[src/rtl/core/ptm_pkg.sv]
// package for the four-level page table manager
// types, codes and defaults shared by the controller, datapath and top level
`timescale 1ns / 1ps

package ptm_pkg;

   localparam int POOL_TABLES_DEFAULT = 64;
   localparam int ENTRY_BITS          = 9;
   localparam int FRAME_BITS          = 40;

   localparam logic [1:0] ACT_MAP    = 2'd0;
   localparam logic [1:0] ACT_UNMAP  = 2'd1;
   localparam logic [1:0] ACT_XLATE  = 2'd2;

   localparam logic [1:0] STAT_DONE  = 2'd0;
   localparam logic [1:0] STAT_FAIL  = 2'd1;
   localparam logic [1:0] STAT_NOMAP = 2'd2;

   localparam logic [1:0] LVL_TOP    = 2'd0;
   localparam logic [1:0] LVL_LEAF   = 2'd3;

   localparam logic [11:0] LINK_FLAGS = 12'h003;

   typedef enum logic [2:0] {
      ST_INIT,
      ST_IDLE,
      ST_READ,
      ST_CHECK,
      ST_CLEAR,
      ST_LINK
   } ptm_state_type;

   typedef struct packed {
      logic       clr_top;
      logic       load;
      logic       rd;
      logic       descend;
      logic       alloc_start;
      logic       clr_pool;
      logic       link;
      logic       leaf;
      logic       fin;
      logic       xlate_ok;
      logic [1:0] status;
   } ptm_cmd_type;

   typedef struct packed {
      logic [1:0] action;
      logic [1:0] lvl;
      logic       present;
      logic       link_ok;
      logic       pool_full;
      logic       clr_last;
   } ptm_stat_type;

endpackage

[src/rtl/core/ptm_ctrl.sv]
// controller state machine of the page table manager
// sequences clearing, walk, allocation and leaf update; uses ptm_pkg
`timescale 1ns / 1ps

module ptm_ctrl (
   input  logic                  clock,
   input  logic                  reset,
   input  logic                  start,
   input  logic [1:0]            req_action,
   input  ptm_pkg::ptm_stat_type stat,
   output ptm_pkg::ptm_cmd_type  cmd,
   output logic                  busy
);

   ptm_pkg::ptm_state_type state_ff, state_in;

   always_ff @(posedge clock) begin
      if (reset) begin
         state_ff <= ptm_pkg::ST_INIT;
      end else begin
         state_ff <= state_in;
      end
   end

   always_comb begin
      state_in = state_ff;
      cmd      = '0;
      cmd.status = ptm_pkg::STAT_DONE;
      unique case (state_ff)
         ptm_pkg::ST_INIT: begin
            cmd.clr_top = 1'b1;
            if (stat.clr_last) begin
               state_in = ptm_pkg::ST_IDLE;
            end
         end
         ptm_pkg::ST_IDLE: begin
            if (start) begin
               if (req_action == ptm_pkg::ACT_MAP || req_action == ptm_pkg::ACT_UNMAP ||
                   req_action == ptm_pkg::ACT_XLATE) begin
                  cmd.load = 1'b1;
                  state_in = ptm_pkg::ST_READ;
               end else begin
                  cmd.fin = 1'b1;
               end
            end
         end
         ptm_pkg::ST_READ: begin
            cmd.rd   = 1'b1;
            state_in = ptm_pkg::ST_CHECK;
         end
         ptm_pkg::ST_CHECK: begin
            if (stat.lvl == ptm_pkg::LVL_LEAF) begin
               cmd.leaf = 1'b1;
               cmd.fin  = 1'b1;
               state_in = ptm_pkg::ST_IDLE;
               if (stat.action == ptm_pkg::ACT_XLATE) begin
                  cmd.xlate_ok = stat.present;
                  cmd.status   = stat.present ? ptm_pkg::STAT_DONE : ptm_pkg::STAT_NOMAP;
               end
            end else if (stat.present) begin
               if (stat.link_ok) begin
                  cmd.descend = 1'b1;
                  state_in    = ptm_pkg::ST_READ;
               end else begin
                  cmd.fin  = 1'b1;
                  state_in = ptm_pkg::ST_IDLE;
                  if (stat.action == ptm_pkg::ACT_MAP) begin
                     cmd.status = ptm_pkg::STAT_FAIL;
                  end else if (stat.action == ptm_pkg::ACT_XLATE) begin
                     cmd.status = ptm_pkg::STAT_NOMAP;
                  end
               end
            end else if (stat.action != ptm_pkg::ACT_MAP) begin
               cmd.fin  = 1'b1;
               state_in = ptm_pkg::ST_IDLE;
               if (stat.action == ptm_pkg::ACT_XLATE) begin
                  cmd.status = ptm_pkg::STAT_NOMAP;
               end
            end else if (stat.pool_full) begin
               cmd.fin    = 1'b1;
               cmd.status = ptm_pkg::STAT_FAIL;
               state_in   = ptm_pkg::ST_IDLE;
            end else begin
               cmd.alloc_start = 1'b1;
               state_in        = ptm_pkg::ST_CLEAR;
            end
         end
         ptm_pkg::ST_CLEAR: begin
            cmd.clr_pool = 1'b1;
            if (stat.clr_last) begin
               state_in = ptm_pkg::ST_LINK;
            end
         end
         ptm_pkg::ST_LINK: begin
            cmd.link = 1'b1;
            state_in = ptm_pkg::ST_READ;
         end
         default: begin
            state_in = ptm_pkg::ST_INIT;
         end
      endcase
   end

   assign busy = (state_ff != ptm_pkg::ST_IDLE);

endmodule

[config.mk]
export PLATFORM = sky130hd
export DESIGN_NAME = ptm_ctrl
export DESIGN_NICKNAME = d
export VERILOG_FILES = /design/src/rtl/core/ptm_pkg.sv /design/src/rtl/core/ptm_ctrl.sv
export SDC_FILE = /design/constraint.sdc
export NUM_CORES = 1
export LEC_CHECK = 0
export ABC_AREA = 1
export BUFFER_PORTS_ARGS = -buffer_cell sky130_fd_sc_hd__buf_2
export CORE_AREA = 5 5 42 44
export CTS_CLUSTER_SIZE = 25
export DETAILED_ROUTE_END_ITERATION = 10
export DIE_AREA = 0 0 47 49
export GPL_TIMING_DRIVEN = 1
export PLACE_DENSITY_LB_ADDON = 0.05
export SYNTH_ARGS = -nofsm -noshare
export SYNTH_HDL_FRONTEND = slang
export SYNTH_SLANG_ARGS = --single-unit
[constraint.sdc]
create_clock -name clock -period 0.9 [get_ports clock]
set_clock_uncertainty 0.05 [all_clocks]
set_input_delay 0.18 -clock clock [delete_from_list [all_inputs] [get_ports clock]]
set_output_delay 0.18 -clock clock [all_outputs]
set_load 0.005 [all_outputs]
==> flow_summary.yaml <==
run_status:
  outcome: "complete, but fails checks"
  failed_checks: "negative setup slack"
timing:
  hold_violations: 0
  fin_crit_ns: 1.35
  worst_pin_slew_ns: 0.278
  finalSetupViolCount: 16
  period_share_pct: 150
  hold-worst-slack_ns: 0.0969
  fin_ws_ns: -0.447
  rsz0062_at_grt: "yes"
  fmax_ghz: 0.742
  timing.setup.tns_ns: -5.74
  slew_headroom_pct: 81.3
  finalMaxSlewViolations: 0
placement:
  place_ws_ns: -0.240
  gp_congestion: 0.723
  dpl.hpwl_um: 846
  port_buffers: 25
  place_inst: 102
worst_setup_path:
  critPathMaxFanout: 4
  reg2reg_depth: 9
  cp_top_family: "flip-flops"
  critPathArrivalTime_ns: 1.12
  cp_slowest_stage_delay_ns: 0.35
  slowest_stage: "dfxtp_4"
  crit_chain: "inv_4 > nand3_4 > inv_2 > nand3b_1 > nor3_2 > buf_2"
  path_depth: 6
  critPathKind: "flop to output port"
  cp-end-kind: "output port"
  r2r_setup_slack_ns: -0.26
  worst-path-buf-inv: 3
  cp.required_ns: 0.67
  cp-start-kind: "flop"
drt:
  vias: 467
  drt_iter0_drc: 0
  drt_wl_total_um: 998
  ant_nets: 0
  drt-vias-per-instance: 4.13
  drtPass1Iterations: 1
  drc: 0
  routedWlPerCell_um: 8.83
synth:
  synth_top_area_share_pct: 20.5
  syn_nets: 66
  synth_area_um2: 293
  synth-seq-cells: 3
  yosysUniqueCellTypes: 16
  synthTopCellsByCount: "14 x nor2_1, 11 x nand2_1, 6 x inv_1"
  synthTopCellsByArea: "dfxtp_1 21%, nor2_1 18%, nand2_1 14%"
  synthCells: 53
  async_flop_share_pct: 0
  yosysMostFrequentCell: "nor2_1"
  synth_ff_type: "dfxtp_1"
  yosysSeqAreaShare_pct: 20.5
  ys_warn_count: 0
  avgSynthCellArea_um2: 5.52
  synth_edf_count: 0
  synth_top_area_cell: "dfxtp_1"
die:
  ios: 26
  die_h_um: 49
  placeableCoreArea_um2: 1400
  rows: 14
  die_width_um: 47
  start_util_pct: 20.9
  die_area_um2: 2300
clock_network:
  cts_sinks: 3
  clk_latency_ns: 0.23
  cts.htree.levels: 1
  cts_root_buf: "clkbuf_4"
  cts.clk_slew.worst_paths_ns: 0.04
  clock_tree.buffer_depth: 2
  numCtsBuffers: 3
  tritoncts: "done"
worst_hold_path:
  hold_depth: 2
  hp-class: "input pin to flop"
finish:
  largest_registers: "state_ff x3"
  syn_to_final_growth_pct: 121
  top_register: "state_ff"
  num-nets-final: 111
  antennaDiodeCount: 0
  final_layout_size_suffix_gt1_share_pct: 66.0
  largest_reg_flops: 3
  utilization_pct: 46.1
  layoutNonFillerInstCount: 113
grt:
  grt_max_degree: 7
  grt_pass1_wl_um: 1660
  antenna_found_initial: 0
  grt_use_total_pct: 9.57
  grt-ovfl-total: 0
  grt_pass1_vias: 427
run:
  cap_viol_max_count: 0
power_and_ir_drop:
  peakVddDrop_uv: 676
  power_leakage_nw: 0.358
  power.density_nw_per_um2: 1080
[cell families after synthesis]
kind of cell,after synthesis,synth area share [%]
flops,3,20.5
buf+inv,9,11.5
compound gates,2,3.42
simple gates,39,64.5
[layer usage]
layer	track usage, %	wire length [um]	up-vias
li1	-	-	253
met1	11.4	402	198
met2	15.6	496	16
met3	1.11	99	0
met4	5.53	0	0
met5	0	0	-
[layout by cell type, fill, tap and decap left out, types with 2 or more instances in the layout]
cell and count:
nor2_4 3, nand2_1 10, dfxtp_4 3, nor2_1 10, inv_1 5, buf_2 25
nor3_2 3, buf_4 14, nand3_1 3, inv_2 3, clkbuf_4 3, nand2_2 3
nor2_2 2
[path summary, 6_finish.rpt]
kind	from	to
setup / recovery	state_ff[2]	cmd[2]
hold reg to reg	state_ff[0]	state_ff[0]
hold / removal	reset	state_ff[2]
setup reg to reg	state_ff[1]	state_ff[0]
[worst register-to-register path: stages, from the launching register on]
cell	delay, ns
dfxtp_4	0.36
inv_2	0.04
nand2_2	0.08
nor2_4	0.05
buf_4	0.12
nand2_2	0.07
nand2_2	0.06
nor2_2	0.07
nand2_1	0.05
a21oi_1	0.12
[where the power goes]
| group | switching (mW) | internal [mW] |
|---|---|---|
| sequential | 0.0240 | 0.150 |
| combinational | 0.144 | 0.149 |
| clock | 0.0656 | 0.166 |
| total | 0.234 | 0.465 |
[per-stage QoR]
step	cell area, um2	total power, mW
global placement	537	0.448
finish	646	0.699
CTS	602	0.692
global route	646	0.764
detailed placement	537	0.442
floorplan	332	0.334
[repair_timing]
item                       CTS  global route
gates cloned                 0             0
setup endpoints to repair   16            16
hold buffers                 0             0
resized for setup            5             3
pin swaps                    4             2
buffers inserted             3             4
[layout make-up]
cell class / instances / area, um2
timing repair buffer: 40 / 241
multi-input combinational: 41 / 250
clock buffer: 4 / 26.3
fill: 161 / 756
tap: 16 / 20.0
sequential: 3 / 71.3
inverter: 9 / 36.3
Power figures use the tool's default switching activity.
